<file path="src/rtl/per_channel_median_filter_unit_assert.svh">
// Assertion macros used by the median filter back end.
`ifndef PER_CHANNEL_MEDIAN_FILTER_UNIT_ASSERT_SVH
`define PER_CHANNEL_MEDIAN_FILTER_UNIT_ASSERT_SVH
`ifndef SYNTHESIS
// Antecedent implies consequent in the same cycle.
`define PCMF_ASSERT_IMP(lbl, clk_s, rstn_s, ante, cons, msg) \
  lbl: assert property (@(posedge clk_s) disable iff (!(rstn_s)) (ante) |-> (cons)) \
    else $error(msg);
// Antecedent implies consequent in the following cycle.
`define PCMF_ASSERT_NEXT(lbl, clk_s, rstn_s, ante, cons, msg) \
  lbl: assert property (@(posedge clk_s) disable iff (!(rstn_s)) (ante) |=> (cons)) \
    else $error(msg);
// Condition must never hold.
`define PCMF_ASSERT_NEVER(lbl, clk_s, rstn_s, cond, msg) \
  lbl: assert property (@(posedge clk_s) disable iff (!(rstn_s)) !(cond)) \
    else $error(msg);
`else
`define PCMF_ASSERT_IMP(lbl, clk_s, rstn_s, ante, cons, msg)
`define PCMF_ASSERT_NEXT(lbl, clk_s, rstn_s, ante, cons, msg)
`define PCMF_ASSERT_NEVER(lbl, clk_s, rstn_s, cond, msg)
`endif
`endif

</file>
<file path="src/rtl/pcmf_pkg.sv">
// Types and constants shared by the median filter modules.
package pcmf_pkg;

  localparam int SAMPLE_W = 16;
  localparam int CH_W     = 3;
  localparam int CMD_W    = 16;

  // Converter command words per channel.
  localparam logic [CMD_W-1:0] CMD_CH0 = 16'h8400;
  localparam logic [CMD_W-1:0] CMD_CH1 = 16'hC400;

  // Classified word handed from the front end to the back end.
  typedef struct packed {
    logic                acc;
    logic                ch;
    logic [SAMPLE_W-1:0] sample;
    logic [CMD_W-1:0]    cmd;
  } pcmf_entry_t;

  // Queue status seen by both ends.
  typedef struct packed {
    logic full;
    logic empty;
  } pcmf_qstat_t;

  // One result word.
  typedef struct packed {
    logic                acc;
    logic [SAMPLE_W-1:0] median;
    logic [SAMPLE_W-1:0] prev;
    logic [CMD_W-1:0]    cmd;
  } pcmf_result_t;

  typedef enum logic [1:0] {
    BK_IDLE,
    BK_RANK,
    BK_EMIT
  } pcmf_bstate_t;

endpackage

</file>
<file path="src/rtl/pcmf_front.sv">
// Front end: accepts input words, checks the channel and picks the command word.
module pcmf_front import pcmf_pkg::*; #(
  parameter int NUM_CHANNELS = 2
) (
  input  logic                in_tvalid,
  output logic                in_tready,
  input  logic [CH_W-1:0]     in_channel,
  input  logic [SAMPLE_W-1:0] in_sample,
  input  pcmf_qstat_t         qstat,
  output logic                push,
  output pcmf_entry_t         push_entry
);

  logic chan_ok;

  // Only channels that exist and that the converter knows are taken.
  assign chan_ok = (in_channel < CH_W'(NUM_CHANNELS)) && (in_channel <= CH_W'(1));

  always_comb begin
    push_entry.acc    = chan_ok;
    push_entry.ch     = in_channel[0];
    push_entry.sample = in_sample;
    if (!chan_ok) begin
      push_entry.cmd = '0;
    end else if (in_channel[0]) begin
      push_entry.cmd = CMD_CH1;
    end else begin
      push_entry.cmd = CMD_CH0;
    end
  end

  // The front end stalls only when the queue is full.
  assign in_tready = !qstat.full;
  assign push      = in_tvalid && !qstat.full;

endmodule

</file>
<file path="src/rtl/pcmf_queue.sv">
// Two-entry queue between the front end and the back end.
module pcmf_queue import pcmf_pkg::*; (
  input  logic        clk,
  input  logic        rst_n,
  input  logic        push,
  input  pcmf_entry_t push_entry,
  input  logic        pop,
  output pcmf_entry_t head,
  output pcmf_qstat_t qstat
);

  localparam int DEPTH = 2;
  localparam int CNT_W = $clog2(DEPTH + 1);

  pcmf_entry_t      mem_r [DEPTH];
  logic             wr_ptr_r;
  logic             rd_ptr_r;
  logic [CNT_W-1:0] cnt_r;

  // Entry storage needs no reset.
  always_ff @(posedge clk) begin
    if (push) begin
      mem_r[wr_ptr_r] <= push_entry;
    end
  end

  // Pointers and fill count.
  always_ff @(posedge clk) begin
    if (!rst_n) begin
      wr_ptr_r <= 1'b0;
      rd_ptr_r <= 1'b0;
      cnt_r    <= '0;
    end else begin
      if (push) begin
        wr_ptr_r <= !wr_ptr_r;
      end
      if (pop) begin
        rd_ptr_r <= !rd_ptr_r;
      end
      if (push && !pop) begin
        cnt_r <= cnt_r + 1'b1;
      end else if (pop && !push) begin
        cnt_r <= cnt_r - 1'b1;
      end
    end
  end

  assign head        = mem_r[rd_ptr_r];
  assign qstat.full  = (cnt_r == CNT_W'(DEPTH));
  assign qstat.empty = (cnt_r == '0);

endmodule

</file>
<file path="src/rtl/pcmf_back.sv">
// Back end: updates the channel window, ranks it one candidate per cycle and emits the result.
`include "per_channel_median_filter_unit_assert.svh"
module pcmf_back import pcmf_pkg::*; #(
  parameter int WINDOW_SIZE  = 5,
  parameter int NUM_CHANNELS = 2
) (
  input  logic         clk,
  input  logic         rst_n,
  input  pcmf_qstat_t  qstat,
  input  pcmf_entry_t  head,
  output logic         pop,
  output logic         out_tvalid,
  input  logic         out_tready,
  output pcmf_result_t result
);

  localparam int POS_W  = $clog2(WINDOW_SIZE);
  localparam int RANK_W = $clog2(WINDOW_SIZE + 1);
  localparam int MID    = WINDOW_SIZE / 2;

  // Architectural state per channel.
  logic signed [SAMPLE_W-1:0] store_r   [NUM_CHANNELS][WINDOW_SIZE];
  logic        [POS_W-1:0]    pos_r     [NUM_CHANNELS];
  logic signed [SAMPLE_W-1:0] cur_med_r [NUM_CHANNELS];

  // Working state of the word in progress.
  pcmf_bstate_t               state_r, state_nxt;
  logic        [POS_W-1:0]    idx_r, idx_nxt;
  logic                       acc_r;
  logic                       ch_r;
  logic        [CMD_W-1:0]    cmd_r;
  logic signed [SAMPLE_W-1:0] wk_r  [WINDOW_SIZE];
  logic signed [SAMPLE_W-1:0] rot_r [WINDOW_SIZE];
  logic signed [SAMPLE_W-1:0] med_r;
  logic                       found_r;
  logic                       out_valid_r;
  pcmf_result_t               res_r;

  logic                       take;
  logic                       rank_en;
  logic                       emit;
  logic                       out_free;
  logic signed [SAMPLE_W-1:0] row_sel [WINDOW_SIZE];
  logic signed [SAMPLE_W-1:0] row_new [WINDOW_SIZE];
  logic        [POS_W-1:0]    pos_sel;
  logic        [POS_W-1:0]    pos_new;
  logic signed [SAMPLE_W-1:0] prev_sel;
  logic        [WINDOW_SIZE-1:0] lt;
  logic        [RANK_W-1:0]   rank;
  logic                       is_mid;

  assign out_free = !out_valid_r || out_tready;

  // Window and position of the channel at the queue head.
  always_comb begin
    row_sel = store_r[0];
    pos_sel = pos_r[0];
    for (int c = 0; c < NUM_CHANNELS; c++) begin
      if (head.ch == 1'(c)) begin
        row_sel = store_r[c];
        pos_sel = pos_r[c];
      end
    end
  end

  // The position advances with wrap before the sample is stored.
  assign pos_new = (pos_sel >= POS_W'(WINDOW_SIZE - 1)) ? '0 : pos_sel + 1'b1;

  always_comb begin
    for (int k = 0; k < WINDOW_SIZE; k++) begin
      row_new[k] = (POS_W'(k) == pos_new) ? $signed(head.sample) : row_sel[k];
    end
  end

  // Median the channel gave before this sample.
  always_comb begin
    prev_sel = cur_med_r[0];
    for (int c = 0; c < NUM_CHANNELS; c++) begin
      if (ch_r == 1'(c)) begin
        prev_sel = cur_med_r[c];
      end
    end
  end

  // Stable rank of the current candidate: smaller entries, plus equal ones
  // that sit at a lower slot.
  always_comb begin
    for (int j = 0; j < WINDOW_SIZE; j++) begin
      lt[j] = (wk_r[j] < rot_r[0]) || ((wk_r[j] == rot_r[0]) && (POS_W'(j) < idx_r));
    end
  end

  assign rank   = RANK_W'($countones(lt));
  assign is_mid = (rank == RANK_W'(MID));

  // Sequencer: take a word, rank each slot in turn, then emit.
  always_comb begin
    state_nxt = state_r;
    idx_nxt   = idx_r;
    pop       = 1'b0;
    take      = 1'b0;
    rank_en   = 1'b0;
    emit      = 1'b0;
    case (state_r)
      BK_IDLE: begin
        if (!qstat.empty) begin
          pop       = 1'b1;
          take      = 1'b1;
          idx_nxt   = '0;
          state_nxt = head.acc ? BK_RANK : BK_EMIT;
        end
      end
      BK_RANK: begin
        rank_en = 1'b1;
        if (idx_r == POS_W'(WINDOW_SIZE - 1)) begin
          state_nxt = BK_EMIT;
        end else begin
          idx_nxt = idx_r + 1'b1;
        end
      end
      BK_EMIT: begin
        if (out_free) begin
          emit      = 1'b1;
          state_nxt = BK_IDLE;
        end
      end
      default: begin
        state_nxt = BK_IDLE;
      end
    endcase
  end

  always_ff @(posedge clk) begin
    if (!rst_n) begin
      state_r <= BK_IDLE;
      idx_r   <= '0;
    end else begin
      state_r <= state_nxt;
      idx_r   <= idx_nxt;
    end
  end

  // Channel windows, positions and medians, cleared at reset.
  always_ff @(posedge clk) begin
    if (!rst_n) begin
      for (int c = 0; c < NUM_CHANNELS; c++) begin
        pos_r[c]     <= '0;
        cur_med_r[c] <= '0;
        for (int k = 0; k < WINDOW_SIZE; k++) begin
          store_r[c][k] <= '0;
        end
      end
    end else begin
      for (int c = 0; c < NUM_CHANNELS; c++) begin
        if (take && head.acc && (head.ch == 1'(c))) begin
          store_r[c] <= row_new;
          pos_r[c]   <= pos_new;
        end
        if (emit && acc_r && (ch_r == 1'(c))) begin
          cur_med_r[c] <= med_r;
        end
      end
    end
  end

  // Working copies: wk_r stays fixed, rot_r turns so slot zero is the candidate.
  always_ff @(posedge clk) begin
    if (take) begin
      acc_r <= head.acc;
      ch_r  <= head.ch;
      cmd_r <= head.cmd;
      wk_r  <= row_new;
      rot_r <= row_new;
    end else if (rank_en) begin
      for (int k = 0; k < WINDOW_SIZE; k++) begin
        rot_r[k] <= rot_r[(k + 1) % WINDOW_SIZE];
      end
      if (is_mid) begin
        med_r <= rot_r[0];
      end
    end
  end

  always_ff @(posedge clk) begin
    if (!rst_n) begin
      found_r <= 1'b0;
    end else if (take) begin
      found_r <= 1'b0;
    end else if (rank_en && is_mid) begin
      found_r <= 1'b1;
    end
  end

  // Output register decouples the back end from the receiver.
  always_ff @(posedge clk) begin
    if (!rst_n) begin
      out_valid_r <= 1'b0;
    end else if (emit) begin
      out_valid_r <= 1'b1;
    end else if (out_tready) begin
      out_valid_r <= 1'b0;
    end
  end

  always_ff @(posedge clk) begin
    if (emit) begin
      if (acc_r) begin
        res_r.acc    <= 1'b1;
        res_r.median <= med_r;
        res_r.prev   <= prev_sel;
        res_r.cmd    <= cmd_r;
      end else begin
        res_r <= '0;
      end
    end
  end

  assign out_tvalid = out_valid_r;
  assign result     = res_r;

  `PCMF_ASSERT_IMP(a_pop_nonempty, clk, rst_n, pop, !qstat.empty, "pop from empty queue")
  `PCMF_ASSERT_IMP(a_rank_valid_only, clk, rst_n, state_r == BK_RANK, acc_r, "ranking a rejected word")
  `PCMF_ASSERT_NEXT(a_median_found, clk, rst_n, (state_r == BK_RANK) && (idx_r == POS_W'(WINDOW_SIZE - 1)), found_r, "no slot had the middle rank")

  for (genvar g = 0; g < NUM_CHANNELS; g++) begin : g_pos_chk
    `PCMF_ASSERT_NEVER(a_pos_range, clk, rst_n, pos_r[g] > POS_W'(WINDOW_SIZE - 1), "write position out of range")
  end

endmodule

</file>
<file path="src/rtl/per_channel_median_filter_unit.sv">
// Top level of the per-channel sliding-window median filter.
//
// Input channel: in_tdata carries a signed 16-bit converter sample and in_tuser the
// channel number. Channels 0 and 1 (below NUM_CHANNELS) are stored; any other
// channel leaves all state alone and yields a word with accepted clear and zeros.
// Result channel: one word per input word, in order, with the median of that
// channel's window after the store, the median it gave before, and its converter
// command word (0x8400 for channel 0, 0xC400 for channel 1).
// The rank unit tests one window slot per cycle against all others; the back end
// takes the next word from the queue only after the current one is emitted.
// A two-entry queue lets the input side take words while the back end works, and
// the output register holds a finished word while the next one is ranked.
// Reset: windows, write positions and stored medians are cleared to zero; the queue
// and output are emptied. No clearing pass is needed.
// A stalled receiver holds the output word; the back end then waits, the queue
// fills and in_tready falls.
module per_channel_median_filter_unit import pcmf_pkg::*; #(
  parameter int WINDOW_SIZE  = 5,
  parameter int NUM_CHANNELS = 2
) (
  input  logic        clk,
  input  logic        rst_n,
  input  logic        in_tvalid,
  output logic        in_tready,
  input  logic [15:0] in_tdata,   // [15:0] sample
  input  logic [2:0]  in_tuser,   // [2:0] channel
  output logic        out_tvalid,
  input  logic        out_tready,
  output logic [47:0] out_tdata,  // [15:0] median, [31:16] previous_median, [47:32] command_word
  output logic [0:0]  out_tuser   // [0] accepted
);

  pcmf_qstat_t  qstat;
  pcmf_entry_t  push_entry;
  pcmf_entry_t  head;
  pcmf_result_t result;
  logic         push;
  logic         pop;

  pcmf_front #(
    .NUM_CHANNELS (NUM_CHANNELS)
  ) u_front (
    .in_tvalid  (in_tvalid),
    .in_tready  (in_tready),
    .in_channel (in_tuser),
    .in_sample  (in_tdata),
    .qstat      (qstat),
    .push       (push),
    .push_entry (push_entry)
  );

  pcmf_queue u_queue (
    .clk        (clk),
    .rst_n      (rst_n),
    .push       (push),
    .push_entry (push_entry),
    .pop        (pop),
    .head       (head),
    .qstat      (qstat)
  );

  pcmf_back #(
    .WINDOW_SIZE  (WINDOW_SIZE),
    .NUM_CHANNELS (NUM_CHANNELS)
  ) u_back (
    .clk        (clk),
    .rst_n      (rst_n),
    .qstat      (qstat),
    .head       (head),
    .pop        (pop),
    .out_tvalid (out_tvalid),
    .out_tready (out_tready),
    .result     (result)
  );

  assign out_tdata = {result.cmd, result.prev, result.median};
  assign out_tuser = result.acc;

endmodule

</file>
<file path="config.mk">
export PLATFORM = sky130hd
export DESIGN_NAME = per_channel_median_filter_unit
export DESIGN_NICKNAME = d
export VERILOG_FILES = /design/src/rtl/pcmf_pkg.sv /design/src/rtl/pcmf_front.sv /design/src/rtl/pcmf_queue.sv /design/src/rtl/pcmf_back.sv /design/src/rtl/per_channel_median_filter_unit.sv
export VERILOG_INCLUDE_DIRS = /design/src /design/src/rtl
export SDC_FILE = /design/constraint.sdc
export NUM_CORES = 1
export LEC_CHECK = 0
export BUFFER_PORTS_ARGS = -buffer_cell sky130_fd_sc_hd__buf_2
export CAP_MARGIN = 20
export CORE_MARGIN = 4
export CORE_UTILIZATION = 43
export DETAILED_ROUTE_END_ITERATION = 12
export HOLD_SLACK_MARGIN = 0.12
export SYNTH_ARGS = -nofsm -noshare
export SYNTH_HDL_FRONTEND = slang
export SYNTH_SLANG_ARGS = --single-unit
</file>
<file path="constraint.sdc">
create_clock -name clk -period 14.47 [get_ports clk]
set_clock_uncertainty 0.2 [all_clocks]
set_input_delay 1.447 -clock clk [delete_from_list [all_inputs] [get_ports clk]]
set_output_delay 1.447 -clock clk [all_outputs]
set_load 0.1 [all_outputs]
</file>
==> results.txt <==
Run status: complete, no violations
CTS tree: built
Max Clk Rate: 0.172 GHz
Total Wirelength: 47700 um
Clock Path Buffers: 3
Routability-driven placement congestion ratio: 0.809
Clk Latency, worst-skew pair: 0.58 ns
Post-Place Setup Slack: 8.66 ns
FF+latch count, synth: 461
Hold-fix buffer count after cts: 0
IO Port Bufs: 60
Synth warnings: 0
Cell taking the most area after synthesis: edfxtp_1
Num rows: 79
Largest net degree at the start of global routing: 95
Part of the cycle the worst path needs: 0.403
Routed WL per cell: 21.0 um
Relative slew slack: 0.250
Root buf cell: clkbuf_16
Drt pass-1 iters: 5
Kind of critical path: reg -> reg
Crit end category: register
Placed Instances: 2176
Clock sinks: 461
Critical Path Source Type: register
Cell Pwr Density: 237 mW/mm^2
Area Growth Syn to Fin: 12.3%
Most area-consuming cells after synthesis: edfxtp_1 66%, ha_1 5.3%, mux2i_1 4.7%, nor2_1 3.2%, nand2_1 3.1%
FFs w/ async S/R, synth: 0
Setup Total Neg Slack: 0 ns
DIE WIDTH: 227 um
Post-synth top area share: 0.655
Post-layout minimum cycle time: 5.82 ns
Cell with the most instances after synthesis: edfxtp_1
Worst Tran Pin Value: 1.09 ns
Max H-tree Level: 2
Setup Fix Bufs, Post-CTS: 0
Vias: 12097
Main flop type after synthesis: edfxtp_1
Final setup viols: 0
RSZ-0062 raised after global routing: false
Layout cell share with drive strength beyond 1: 0.144
Register area: 0.0137 sq mm
Number of vias per cell: 5.34
Post-DP HPWL: 29900 um
Non-filler cells, final: 2265
Post-route antenna net violation count: 0
Worst Hold Class: reg -> reg
Critical Path AT: 6.01 ns
Synth Cell Area: 0.0206 sq mm
Initial antenna violation count: 1
Chip Height: 227 um
# fillers: 4062
Post-synthesis sequential area ratio: 0.666
Global-route wire length before repair: 71600 um
MaxCap Viol Count: 0
Slew Limit Fails: 0
Leak pwr: 0.00926 uW
Final Hold Fails: 0
Synth top cells by count: 450 x edfxtp_1, 174 x nor2_1, 173 x nand2_1, 109 x inv_1, 96 x mux2i_1
Starting DRT DRC Count: 1002
Mapped Cells: 1555
Worst-path fanout max: 50
Worst-path clk slew: 0.06 ns
Ant diodes: 0
Syn avg cell area: 13.3 sq um
Number of enable flip-flop cells after synthesis: 450
Number of global-route vias before repair: 11948
Core area: 0.0470 sq mm
Required time at the worst-slack endpoint: 14.66 ns
Drt drc: 0
Gr usage total: 0.184
Area after DPL: 0.0216 sq mm
TritonCTS Buffers: 48
I/O pin total: 74
GRT Residual Overflow: 0
Unique cell type count in the Yosys netlist: 55
# resized after CTS: 0
Design area: 0.0232 sq mm
Area of the multi-input gates: 0.00618 sq mm
Die area: 0.0515 sq mm
Nets: 1732
Fin util: 0.493
Final Worst Setup Slack: 8.65 ns
VDD IR max: 0.000129 V
Initial core utilization: 0.439
[worst max-delay path: stages (launching register included)]
cell      delay (ns)
dfxtp_1         0.30
buf_4           0.23
mux2i_4         0.22
buf_4           0.23
inv_4           0.66
buf_4           0.73
mux2_4          0.46
clkinv_2        0.37
ha_1            0.44
nor4_4          0.81
buf_4           0.35
mux2_2          0.39
o21ai_0         0.20
[layer usage]
metal	GRT usage	routed length, um
met5	0	0
met1	0.259	21400
met2	0.292	21900
met4	0.0586	1270
met3	0.0337	3140
[logic make-up after synthesis]
logic type,after synthesis,share of synthesized area
adder cells (fa/ha/maj),89,0.0547
buffers and inverters,192,0.0393
flip-flops,461,0.666
XOR/XNOR,4,0.00170
other,1,0.000182
multiplexers,166,0.0881
AO/OA/AOI/OAI,161,0.0447
AND/OR/NAND/NOR,481,0.105
[layout make-up]
type,instances,area share
flip-flops and latches,461,0.593
repair buffers,83,0.0207
multi-input cells,914,0.267
clock buffers,62,0.0568
inverters,112,0.0184
clock inverters,26,0.0115
well taps,607,0.0328
[registers in the layout, summed over array words and instances (netlist names), named ones only]
name               count
u_back.idx_r           3
u_queue.rd_ptr_r       1
u_queue.wr_ptr_r       1
u_back.out_tvalid      1
u_back.med_r          16
u_back.result         35
u_back.wk_r           80
u_back.rot_r          80
u_back.cur_med_r      32
u_queue.mem_r         38
u_back.pos_r           6
u_back.ch_r            1
u_queue.cnt_r          2
u_back.state_r         2
u_back.store_r       160
u_back.cmd_r           2
[report_power, final]
group | internal (uW) | switching (uW) | total, uW
registers | 2090 | 186 | 2270
logic | 614 | 1350 | 1970
clock network | 744 | 506 | 1250
[worst paths after layout]
kind | start | to | slack [ns] | cells after the start
worst max-delay path | register | u_back.rot_r[63]$_DFFE_PP_ | 8.65 | 12
worst min register to register | u_back.rot_r[76]$_DFFE_PP_ | u_back.med_r[12]$_DFFE_PP_ | 0.29 | 0
worst max register to register | register | u_back.rot_r[63]$_DFFE_PP_ | 8.65 | 12
worst min-delay path | u_back.rot_r[76]$_DFFE_PP_ | u_back.med_r[12]$_DFFE_PP_ | 0.29 | 0
[cells in the final DEF, fill, tap and decap left out, drive strengths merged, types with 4 or more instances in the layout]
master and count:
mux2 68, clkbuf 62, dfxtp 11, ha 87, o21ai 95, nand4 15, nand2 173, nor2 174
bufinv 6, nand3 27, edfxtp 450, a21o 10, inv 110, o211ai 5, and3 6, nand2b 4
and2 40, o21a 4, a21oi 29, mux2i 98, a21boi 5, conb 13, buf 83, nor2b 23
clkinv 22
[per-stage QoR]
stage | hold slack [ns] | power, uW
final | 0.288 | 5490
after global routing | 0.297 | 5810
after CTS | 0.293 | 5520
after detailed placement | 0.279 | 4260
after global placement | 0.279 | 4220
after floorplan | 0.224 | 3620
No activity file was read; power rests on OpenSTA's default activity.
